--- config.mk ---
export PLATFORM = sky130hd
export DESIGN_NAME = battery_sample_filter_soc_estimator
export DESIGN_NICKNAME = d
export VERILOG_FILES = /design/src/design/bsf_soc_pkg.sv /design/src/design/battery_sample_filter_soc_estimator.sv /design/src/design/bsf_soc_divider.sv
export SDC_FILE = /design/constraint.sdc
export NUM_CORES = 1
export LEC_CHECK = 0
export BUFFER_PORTS_ARGS = -buffer_cell sky130_fd_sc_hd__buf_2
export CELL_PAD_IN_SITES_DETAIL_PLACEMENT = 1
export CELL_PAD_IN_SITES_GLOBAL_PLACEMENT = 1
export CORE_ASPECT_RATIO = 0.5
export CORE_MARGIN = 1.5
export CORE_UTILIZATION = 45
export CTS_BUF_LIST = sky130_fd_sc_hd__clkbuf_8
export CTS_CLUSTER_SIZE = 10
export DETAILED_ROUTE_END_ITERATION = 6
export PLACE_DENSITY_LB_ADDON = 0.1
export SYNTH_ARGS = -nofsm -noshare
export SYNTH_HDL_FRONTEND = slang
export SYNTH_HIERARCHICAL = 1
export SYNTH_SLANG_ARGS = --single-unit
--- constraint.sdc ---
create_clock -name clock -period 15.9 [get_ports clock]
set_clock_uncertainty 0.1 [all_clocks]
set_input_delay 1.59 -clock clock [delete_from_list [all_inputs] [get_ports clock]]
set_output_delay 1.59 -clock clock [all_outputs]
set_load 0.01 [all_outputs]
--- src/design/bsf_soc_pkg.sv ---
// ----------------------------------------------------------------------------
// Battery sample filter package
// Widths, the charge table and the divider control types shared by the design.
// ----------------------------------------------------------------------------
package bsf_soc_pkg;

   localparam int SAMPLE_W             = 12;
   localparam int PCT_W                = 7;
   localparam int MV_W                 = 16;
   localparam int RATIO_W              = 16;
   localparam int REQ_DATA_W           = 16;
   localparam int RSP_DATA_W           = 40;
   localparam int WINDOW_DEPTH_DEFAULT = 8;

   localparam logic [RATIO_W-1:0] RATIO_RESET = 16'd2048;
   localparam logic [MV_W-1:0]    MV_SAT      = 16'hFFFF;
   localparam logic [PCT_W-1:0]   PCT_TOP     = 7'd100;
   localparam logic [PCT_W-1:0]   PCT_BOTTOM  = 7'd0;

   // millivolts = filtered * MV_SCALE / (ADC_FULL * ratio)
   localparam longint MV_SCALE = 3600 * 4096;
   localparam int     ADC_FULL = 4095;

   // shared divider sizing
   localparam int NUM_W  = 36;
   localparam int DEN_W  = 28;
   localparam int QUO_W  = 16;
   localparam int ITER_W = $clog2(QUO_W + 1);
   localparam int DSH_W  = DEN_W + QUO_W - 1;

   localparam logic [ITER_W-1:0] ITER_INTERP = ITER_W'(PCT_W);
   localparam logic [ITER_W-1:0] ITER_MV     = ITER_W'(QUO_W);

   // charge table, descending level
   localparam int TABLE_POINTS = 13;
   localparam int IDX_W        = $clog2(TABLE_POINTS);

   localparam logic [SAMPLE_W-1:0] SOC_LEVEL [TABLE_POINTS] = '{
      12'd557, 12'd540, 12'd525, 12'd510, 12'd495, 12'd480, 12'd465,
      12'd460, 12'd445, 12'd430, 12'd420, 12'd412, 12'd408
   };

   localparam logic [PCT_W-1:0] SOC_PCT [TABLE_POINTS] = '{
      7'd100, 7'd95, 7'd90, 7'd80, 7'd70, 7'd60, 7'd50,
      7'd40,  7'd30, 7'd20, 7'd10, 7'd5,  7'd0
   };

   typedef struct packed {
      logic              start;
      logic [NUM_W-1:0]  num;
      logic [DEN_W-1:0]  den;
      logic [ITER_W-1:0] iters;
   } div_req_type;

   typedef struct packed {
      logic              done;
      logic [QUO_W-1:0]  quotient;
   } div_rsp_type;

endpackage

--- src/design/battery_sample_filter_soc_estimator.sv ---
// A primed window's result holds an interpolated charge and a divided millivolt value;
// a table end or flat segment skips the first division, a saturated reading the second.
// The first sample after reset is written to every window slot. One sample at a time goes
// through the shared bit-serial divider (7 and 16 quotient bits), so the next is taken once
// the result is registered, later while a result is held. Synchronous active-high reset
// clears sequencer, slot, primed and output valid flags, and sets the ratio to 2048.
// ----------------------------------------------------------------------------
// Battery sample filter and state-of-charge estimator
// Moving average, piecewise linear charge lookup and millivolt conversion.
// ----------------------------------------------------------------------------
module battery_sample_filter_soc_estimator #(
   parameter int WINDOW_DEPTH = bsf_soc_pkg::WINDOW_DEPTH_DEFAULT
) (
   input  logic                                clock,
   input  logic                                reset,
   input  logic                                req_tvalid,
   output logic                                req_tready,
   // [11:0] adc_sample, [15:12] zero
   input  logic [bsf_soc_pkg::REQ_DATA_W-1:0]  req_tdata,
   output logic                                rsp_tvalid,
   input  logic                                rsp_tready,
   // [11:0] filtered_sample, [18:12] charge_percent, [34:19] battery_millivolts,
   // [39:35] zero
   output logic [bsf_soc_pkg::RSP_DATA_W-1:0]  rsp_tdata,
   input  logic                                csr_valid,
   output logic                                csr_ready,
   input  logic [bsf_soc_pkg::RATIO_W-1:0]     csr_data
);
   import bsf_soc_pkg::*;

   localparam int SLOT_W = $clog2(WINDOW_DEPTH);
   localparam int SUM_W  = $clog2(4096 * WINDOW_DEPTH);
   localparam logic [SLOT_W-1:0] SLOT_LAST = SLOT_W'(WINDOW_DEPTH - 1);

   // mean by reciprocal multiplication, exact for every window sum
   localparam int MEAN_L  = $clog2(WINDOW_DEPTH);
   localparam int MEAN_K  = SUM_W + MEAN_L;
   localparam int RECIP_W = SUM_W + 1;
   localparam int PROD_W  = SUM_W + RECIP_W;
   localparam logic [RECIP_W-1:0] MEAN_RECIP = RECIP_W'(
      ((64'd1 << MEAN_K) + 64'(WINDOW_DEPTH) - 64'd1) / 64'(WINDOW_DEPTH));

   localparam logic [3:0] S_IDLE   = 4'd0;
   localparam logic [3:0] S_FILL   = 4'd1;
   localparam logic [3:0] S_READ   = 4'd2;
   localparam logic [3:0] S_UPD    = 4'd3;
   localparam logic [3:0] S_MEAN   = 4'd4;
   localparam logic [3:0] S_SEG    = 4'd6;
   localparam logic [3:0] S_PROD   = 4'd7;
   localparam logic [3:0] S_INT_W  = 4'd8;
   localparam logic [3:0] S_MV     = 4'd9;
   localparam logic [3:0] S_MV_W   = 4'd10;
   localparam logic [3:0] S_OUT    = 4'd11;

   logic [3:0]          state_ff, state_in;
   logic [SLOT_W-1:0]   slot_ff, slot_in;
   logic                primed_ff, primed_in;
   logic [RATIO_W-1:0]  ratio_ff;
   logic [SAMPLE_W-1:0] sample_ff, sample_in;
   logic [SUM_W-1:0]    sum_ff, sum_in;
   logic [SAMPLE_W-1:0] filt_ff, filt_in;
   logic [IDX_W-1:0]    seg_ff, seg_in;
   logic                below_ff, below_in;
   logic                top_ff, top_in;
   logic [PCT_W-1:0]    pl_ff, pl_in;
   logic [PCT_W-1:0]    pct_ff, pct_in;
   logic [NUM_W-1:0]    mv_num_ff, mv_num_in;
   logic [DEN_W-1:0]    mv_den_ff, mv_den_in;
   logic [MV_W-1:0]     mv_ff, mv_in;
   logic                rsp_valid_ff, rsp_valid_in;
   logic [RSP_DATA_W-1:0] rsp_data_ff, rsp_data_in;

   logic [SAMPLE_W-1:0] window_mem [WINDOW_DEPTH];
   logic [SAMPLE_W-1:0] rd_data_ff;
   logic                mem_we;

   logic [IDX_W-1:0]    seg_next;
   logic [SAMPLE_W-1:0] lvl_hi, lvl_lo;
   logic [PCT_W-1:0]    pct_hi, pct_lo;
   logic [IDX_W-1:0]    seg_comb;
   logic                seg_found;
   logic                mv_sat;
   logic [PROD_W-1:0]   mean_prod;

   div_req_type div_req;
   div_rsp_type div_rsp;

   bsf_soc_divider u_divider (
      .clock   (clock),
      .reset   (reset),
      .div_req (div_req),
      .div_rsp (div_rsp)
   );

   assign req_tready = (state_ff == S_IDLE);
   assign csr_ready  = 1'b1;
   assign rsp_tvalid = rsp_valid_ff;
   assign rsp_tdata  = rsp_data_ff;

   assign seg_next  = IDX_W'(seg_ff + 1'b1);
   assign lvl_hi    = SOC_LEVEL[seg_ff];
   assign lvl_lo    = SOC_LEVEL[seg_next];
   assign pct_hi    = SOC_PCT[seg_ff];
   assign pct_lo    = SOC_PCT[seg_next];
   assign mv_sat    = (ratio_ff == '0) ||
                      ((DEN_W + QUO_W)'(mv_num_ff) >= {mv_den_ff, {QUO_W{1'b0}}});
   assign mean_prod = PROD_W'(sum_ff) * PROD_W'(MEAN_RECIP);

   always_comb begin
      seg_comb  = '0;
      seg_found = 1'b0;
      for (int j = 1; j < TABLE_POINTS; j++) begin
         if (!seg_found && (filt_ff >= SOC_LEVEL[j])) begin
            seg_comb  = IDX_W'(j - 1);
            seg_found = 1'b1;
         end
      end
   end

   always_comb begin
      state_in     = state_ff;
      slot_in      = slot_ff;
      primed_in    = primed_ff;
      sample_in    = sample_ff;
      sum_in       = sum_ff;
      filt_in      = filt_ff;
      seg_in       = seg_ff;
      below_in     = below_ff;
      top_in       = top_ff;
      pl_in        = pl_ff;
      pct_in       = pct_ff;
      mv_num_in    = mv_num_ff;
      mv_den_in    = mv_den_ff;
      mv_in        = mv_ff;
      rsp_valid_in = rsp_valid_ff && !rsp_tready;
      rsp_data_in  = rsp_data_ff;
      mem_we       = 1'b0;
      div_req      = '0;

      unique case (state_ff)
         S_IDLE: begin
            if (req_tvalid) begin
               sample_in = req_tdata[SAMPLE_W-1:0];
               if (primed_ff) begin
                  state_in = S_READ;
               end else begin
                  sum_in   = '0;
                  state_in = S_FILL;
               end
            end
         end
         S_FILL: begin
            mem_we = 1'b1;
            sum_in = sum_ff + SUM_W'(sample_ff);
            if (slot_ff == SLOT_LAST) begin
               slot_in   = SLOT_W'(1);
               primed_in = 1'b1;
               state_in  = S_MEAN;
            end else begin
               slot_in = slot_ff + 1'b1;
            end
         end
         S_READ: begin
            state_in = S_UPD;
         end
         S_UPD: begin
            mem_we   = 1'b1;
            sum_in   = sum_ff - SUM_W'(rd_data_ff) + SUM_W'(sample_ff);
            slot_in  = (slot_ff == SLOT_LAST) ? '0 : slot_ff + 1'b1;
            state_in = S_MEAN;
         end
         S_MEAN: begin
            filt_in  = mean_prod[MEAN_K +: SAMPLE_W];
            state_in = S_SEG;
         end
         S_SEG: begin
            seg_in    = seg_comb;
            below_in  = filt_ff < SOC_LEVEL[TABLE_POINTS-1];
            top_in    = filt_ff >= SOC_LEVEL[0];
            mv_num_in = NUM_W'(filt_ff) * NUM_W'(MV_SCALE);
            mv_den_in = DEN_W'({ratio_ff, 12'b0}) - DEN_W'(ratio_ff);
            state_in  = S_PROD;
         end
         S_PROD: begin
            pl_in = pct_lo;
            if (below_ff) begin
               pct_in   = PCT_BOTTOM;
               state_in = S_MV;
            end else if (top_ff) begin
               pct_in   = PCT_TOP;
               state_in = S_MV;
            end else if ((lvl_hi == lvl_lo) || (pct_hi < pct_lo)) begin
               pct_in   = pct_lo;
               state_in = S_MV;
            end else begin
               div_req.start = 1'b1;
               div_req.num   = NUM_W'(SAMPLE_W'(filt_ff - lvl_lo)) *
                               NUM_W'(PCT_W'(pct_hi - pct_lo));
               div_req.den   = DEN_W'(SAMPLE_W'(lvl_hi - lvl_lo));
               div_req.iters = ITER_INTERP;
               state_in      = S_INT_W;
            end
         end
         S_INT_W: begin
            if (div_rsp.done) begin
               pct_in   = PCT_W'(pl_ff + div_rsp.quotient[PCT_W-1:0]);
               state_in = S_MV;
            end
         end
         S_MV: begin
            if (mv_sat) begin
               mv_in    = MV_SAT;
               state_in = S_OUT;
            end else begin
               div_req.start = 1'b1;
               div_req.num   = mv_num_ff;
               div_req.den   = mv_den_ff;
               div_req.iters = ITER_MV;
               state_in      = S_MV_W;
            end
         end
         S_MV_W: begin
            if (div_rsp.done) begin
               mv_in    = div_rsp.quotient[MV_W-1:0];
               state_in = S_OUT;
            end
         end
         S_OUT: begin
            if (!rsp_valid_ff || rsp_tready) begin
               rsp_valid_in = 1'b1;
               rsp_data_in  = {(RSP_DATA_W - MV_W - PCT_W - SAMPLE_W)'(0),
                               mv_ff, pct_ff, filt_ff};
               state_in     = S_IDLE;
            end
         end
         default: begin
            state_in = S_IDLE;
         end
      endcase
   end

   always_ff @(posedge clock) begin
      if (reset) begin
         state_ff     <= S_IDLE;
         slot_ff      <= '0;
         primed_ff    <= 1'b0;
         ratio_ff     <= RATIO_RESET;
         rsp_valid_ff <= 1'b0;
      end else begin
         state_ff     <= state_in;
         slot_ff      <= slot_in;
         primed_ff    <= primed_in;
         rsp_valid_ff <= rsp_valid_in;
         if (csr_valid) begin
            ratio_ff <= csr_data;
         end
      end
      sample_ff   <= sample_in;
      sum_ff      <= sum_in;
      filt_ff     <= filt_in;
      seg_ff      <= seg_in;
      below_ff    <= below_in;
      top_ff      <= top_in;
      pl_ff       <= pl_in;
      pct_ff      <= pct_in;
      mv_num_ff   <= mv_num_in;
      mv_den_ff   <= mv_den_in;
      mv_ff       <= mv_in;
      rsp_data_ff <= rsp_data_in;
   end

   always_ff @(posedge clock) begin
      if (mem_we) begin
         window_mem[slot_ff] <= sample_ff;
      end
      rd_data_ff <= window_mem[slot_ff];
   end

endmodule

--- src/design/bsf_soc_divider.sv ---
// ----------------------------------------------------------------------------
// Shared restoring divider
// One quotient bit per cycle, iteration count set per request.
// ----------------------------------------------------------------------------
module bsf_soc_divider (
   input  logic                     clock,
   input  logic                     reset,
   input  bsf_soc_pkg::div_req_type div_req,
   output bsf_soc_pkg::div_rsp_type div_rsp
);
   import bsf_soc_pkg::*;

   logic [NUM_W-1:0]  rem_ff, rem_in;
   logic [DSH_W-1:0]  dsh_ff, dsh_in;
   logic [QUO_W-1:0]  quo_ff, quo_in;
   logic [ITER_W-1:0] cnt_ff, cnt_in;
   logic              busy_ff, busy_in;
   logic              done_ff, done_in;
   logic              take;

   assign take = DSH_W'(rem_ff) >= dsh_ff;

   always_comb begin
      rem_in  = rem_ff;
      dsh_in  = dsh_ff;
      quo_in  = quo_ff;
      cnt_in  = cnt_ff;
      busy_in = busy_ff;
      done_in = 1'b0;
      if (div_req.start) begin
         rem_in  = div_req.num;
         dsh_in  = DSH_W'(div_req.den) << (div_req.iters - 1'b1);
         quo_in  = '0;
         cnt_in  = div_req.iters;
         busy_in = 1'b1;
      end else if (busy_ff) begin
         if (take) begin
            rem_in = rem_ff - dsh_ff[NUM_W-1:0];
         end
         quo_in = {quo_ff[QUO_W-2:0], take};
         dsh_in = dsh_ff >> 1;
         cnt_in = cnt_ff - 1'b1;
         if (cnt_ff == ITER_W'(1)) begin
            busy_in = 1'b0;
            done_in = 1'b1;
         end
      end
   end

   always_ff @(posedge clock) begin
      if (reset) begin
         busy_ff <= 1'b0;
         done_ff <= 1'b0;
         cnt_ff  <= '0;
      end else begin
         busy_ff <= busy_in;
         done_ff <= done_in;
         cnt_ff  <= cnt_in;
      end
      rem_ff <= rem_in;
      dsh_ff <= dsh_in;
      quo_ff <= quo_in;
   end

   assign div_rsp.done     = done_ff;
   assign div_rsp.quotient = quo_ff;

endmodule

==> flow_summary.json <==
{
  "reg2regPathDepth": 28,
  "period_share_pct": 61.4,
  "track_usage_pct": 24.6,
  "yosys-top-cells-count": "333 x edfxtp_1, 271 x inv_1, 247 x ha_1",
  "synth_top_area_cell": "edfxtp_1",
  "ctsHoldBuffers": 0,
  "synth_most_common_cell": "edfxtp_1",
  "regToRegEndpoint": "u_divider/rem_ff[17]",
  "p_switching_mw": 1.17,
  "drive_gt1_share_pct": 10.7,
  "cp-endpoint": "u_divider/rem_ff[17]",
  "criticalPathCategory": "reg2reg",
  "grt_max_degree": 73,
  "final_antenna_net_count": 0,
  "finalSetupTns_ns": 0,
  "outcome": "finished, final reports clean",
  "p_sw_share_pct": 35.6,
  "post_cts_buffers": 0,
  "core.rowCount": 64,
  "slew_headroom_pct": 22.6,
  "ctsResizeCount": 0,
  "combPwrFrac_pct": 35.9,
  "p_leak_nw": 12.4,
  "fp.dieArea_sq_mm": 0.0644,
  "crit_required_ns": 16.23,
  "place_congestion": 0.890,
  "die_h_um": 180,
  "hold_path_class": "reg2reg",
  "worst_path_max_delay_cell": "nor3_1",
  "critPathCaptureType": "register",
  "initial_core_util_pct": 45.9,
  "cts_tree": "built",
  "arrival_ns": 10.09,
  "vias_per_cell": 5.68,
  "hpwl_um": 60300,
  "drv_slew": 0,
  "startpoint_type": "register",
  "hold_viol_final": 0,
  "synth_area_leaders": "edfxtp_1 35%, ha_1 11%, fa_1 5.9%",
  "fin_area_sq_mm": 0.0307,
  "highest_layer": "met4",
  "synthArstFlopShare_pct": 0,
  "peakVddDrop_mv": 0.0858,
  "layout_min_cycle_time_ns": 9.77,
  "clock-sinks": 393,
  "netlist_area_sq_mm": 0.0283,
  "fillers": 6865,
  "seqPwrFrac_pct": 37.9,
  "clockBufferDepth": 3,
  "synth.avg_cell_area_sq_um": 10.1,
  "wl_per_cell_um": 21.1,
  "yosysTopAreaCellShare_pct": 35.4,
  "drt_first_pass_iters": 5,
  "cpPeakStageDelay_ns": 0.82,
  "clk_pin_slew_ns": 0.07,
  "drc": 0,
  "placed_area_sq_mm": 0.0295,
  "synth-main-ff-cell": "edfxtp_1",
  "io_pins": 80,
  "setup_viol": 0,
  "r2r-start": "seg_ff[1]",
  "p_int_mw": 2.11,
  "synth_edf_count": 333,
  "holdPathStages": 0,
  "rrSetupSlack_ns": 6.13,
  "synth_cell_type_count": 94,
  "wl_met1_um": 37100,
  "drv_cap": 0,
  "finalNetCount": 3224,
  "synth_warnings": 6,
  "grt_pass1_wl_um": 125000,
  "crit_start": "seg_ff[1]",
  "syn2layout_area_growth_pct": 8.64,
  "vias": 21200,
  "max_freq_mhz": 102,
  "route.met2.wl_um": 37300,
  "clkPwrFrac_pct": 26.2,
  "worst-path-max-fanout": 24,
  "wl_met3_um": 2920,
  "antenna_found_initial": 0,
  "first_global_vias": 22100,
  "yosysSeqAreaShare_pct": 39.6,
  "ys_ff_latch": 393,
  "syn_inst": 2797,
  "rsz0062_at_grt": "no",
  "worstMarginPinSlew_ns": 1.16,
  "cts_root_buf": "clkbuf_8",
  "drt_iter0_markers": 1424,
  "die_x_um": 357,
  "portBuffers": 69,
  "core_sq_mm": 0.0616,
  "grt.overflow.total": 0,
  "wirelength_um": 78600,
  "diodes": 0,
  "clock_latency_ns": 0.70,
  "cts-htree-levels": 2,
  "power_density_mw_per_mm2": 107,
  "numCtsBuffers": 59
}
==> worst min-delay path by stage <==
| stage | startpoint | to | slack [ns] |
|---|---|---|---|
| finish | mv_ff[1] | rsp_tdata[20] | 0.32 |
| global route | mv_ff[7] | rsp_tdata[26] | 0.33 |
| CTS | mv_ff[10] | rsp_tdata[29] | 0.32 |
| detailed placement | mv_ff[2] | rsp_tdata[21] | 0.31 |
| global placement | mv_ff[0] | rsp_tdata[19] | 0.30 |
| floorplan | pct_ff[0] | rsp_tdata[12] | 0.30 |
==> power groups by stage <==
stage / sequential [mW] / combinational (mW) / clock [mW]
6_report: 1.24 / 1.18 / 0.858
5_1_grt: 1.25 / 1.33 / 0.926
4_1_cts: 1.24 / 1.19 / 0.886
3_5_place_dp: 1.26 / 1.18 / 0
3_3_place_gp: 1.26 / 1.14 / 0
2_1_floorplan: 1.24 / 0.888 / 0
==> registers in the layout (all words and copies together), names as in the netlist, 3 cells and up <==
| register | flops |
|---|---|
| filt_ff | 12 |
| mv_den_ff | 28 |
| mv_ff | 16 |
| mv_num_ff | 20 |
| pct_ff | 7 |
| pl_ff | 7 |
| ratio_ff | 16 |
| rd_data_ff | 12 |
| rsp_tdata | 35 |
| sample_ff | 12 |
| seg_ff | 4 |
| slot_ff | 3 |
| state_ff | 4 |
| sum_ff | 15 |
| u_divider/cnt_ff | 5 |
| u_divider/dsh_ff | 43 |
| u_divider/quo_ff | 16 |
| u_divider/rem_ff | 36 |
| window_mem | 96 |
==> critical path: cells and delay by family, from the launching register on <==
family / cells / cell delay, ns
adders and majority gates: 8 / 3.71
AOI/OAI and AO/OA: 10 / 2.56
and+or+nand+nor: 4 / 1.23
DFF: 1 / 0.74
xor gates and xnor gates: 2 / 0.60
buffers and inverters: 4 / 0.57
==> final cells by class <==
class	count	area (sq um)	share of cell area, %
Clock buffer	70	963	3.14
Clock inverter	41	239	0.778
Inverter	271	1020	3.31
Multi-Input combinational cell	2024	15600	50.9
Sequential cell	393	11200	36.5
Tap cell	825	1030	3.36
Timing Repair Buffer	108	638	2.08
==> layer usage <==
metal  track usage (%)  up-vias
li1                  -    10200
met1              34.2    10600
met2              41.2      328
met3              2.97       90
met4              5.19        0
met5                 0        -
==> cell families after synthesis <==
family / count (synthesis) / share of synthesized area [%]
and+or+nand+nor: 828 / 14.1
AOI/OAI and AO/OA: 603 / 13.8
DFF: 393 / 39.6
buffers and inverters: 388 / 5.51
adders and majority gates: 330 / 16.8
xor gates and xnor gates: 136 / 4.29
muxes: 117 / 5.86
other: 2 / 0.0266
==> metrics by stage <==
| stage | hold WS (ns) | util, % | worst slack, ns | std cells | power (mW) |
|---|---|---|---|---|---|
| 6_report | 0.321 | 49.9 | 6.13 | 3732 | 3.27 |
| 5_1_grt | 0.331 | 49.9 | 5.66 | 3732 | 3.50 |
| 4_1_cts | 0.322 | 49.9 | 6.24 | 3732 | 3.32 |
| 3_5_place_dp | 0.306 | 47.9 | 6.26 | 3621 | 2.44 |
| 3_3_place_gp | 0.303 | 47.9 | 6.34 | 3621 | 2.40 |
| 2_1_floorplan | 0.300 | - | 7.79 | 2805 | 2.12 |
==> cells in the final DEF (no fill, tap or decap), types with 29 or more instances in the layout <==
| cell type | netlist | routed |
|---|---|---|
| mux2i_1 | 62 | 62 |
| mux4_2 | 37 | 37 |
| nor3_1 | 60 | 54 |
| dfxtp_1 | 60 | 60 |
| xnor2_1 | 77 | 75 |
| xor2_1 | 56 | 56 |
| a21oi_1 | 147 | 147 |
| buf_2 | 22 | 69 |
| nor2_1 | 241 | 240 |
| nor2b_1 | 30 | 29 |
| fa_1 | 83 | 83 |
| nand2_1 | 241 | 241 |
| ha_1 | 247 | 247 |
| nand2b_1 | 43 | 43 |
| inv_1 | 271 | 284 |
| o21ai_0 | 131 | 131 |
| and2_1 | 34 | 34 |
| o22ai_1 | 39 | 39 |
| a21o_1 | 33 | 33 |
| edfxtp_1 | 333 | 333 |
| clkbuf_8 | 0 | 70 |
| buf_4 | 10 | 39 |
| nand3_1 | 36 | 36 |
No activity file was read; power rests on OpenSTA's default activity.
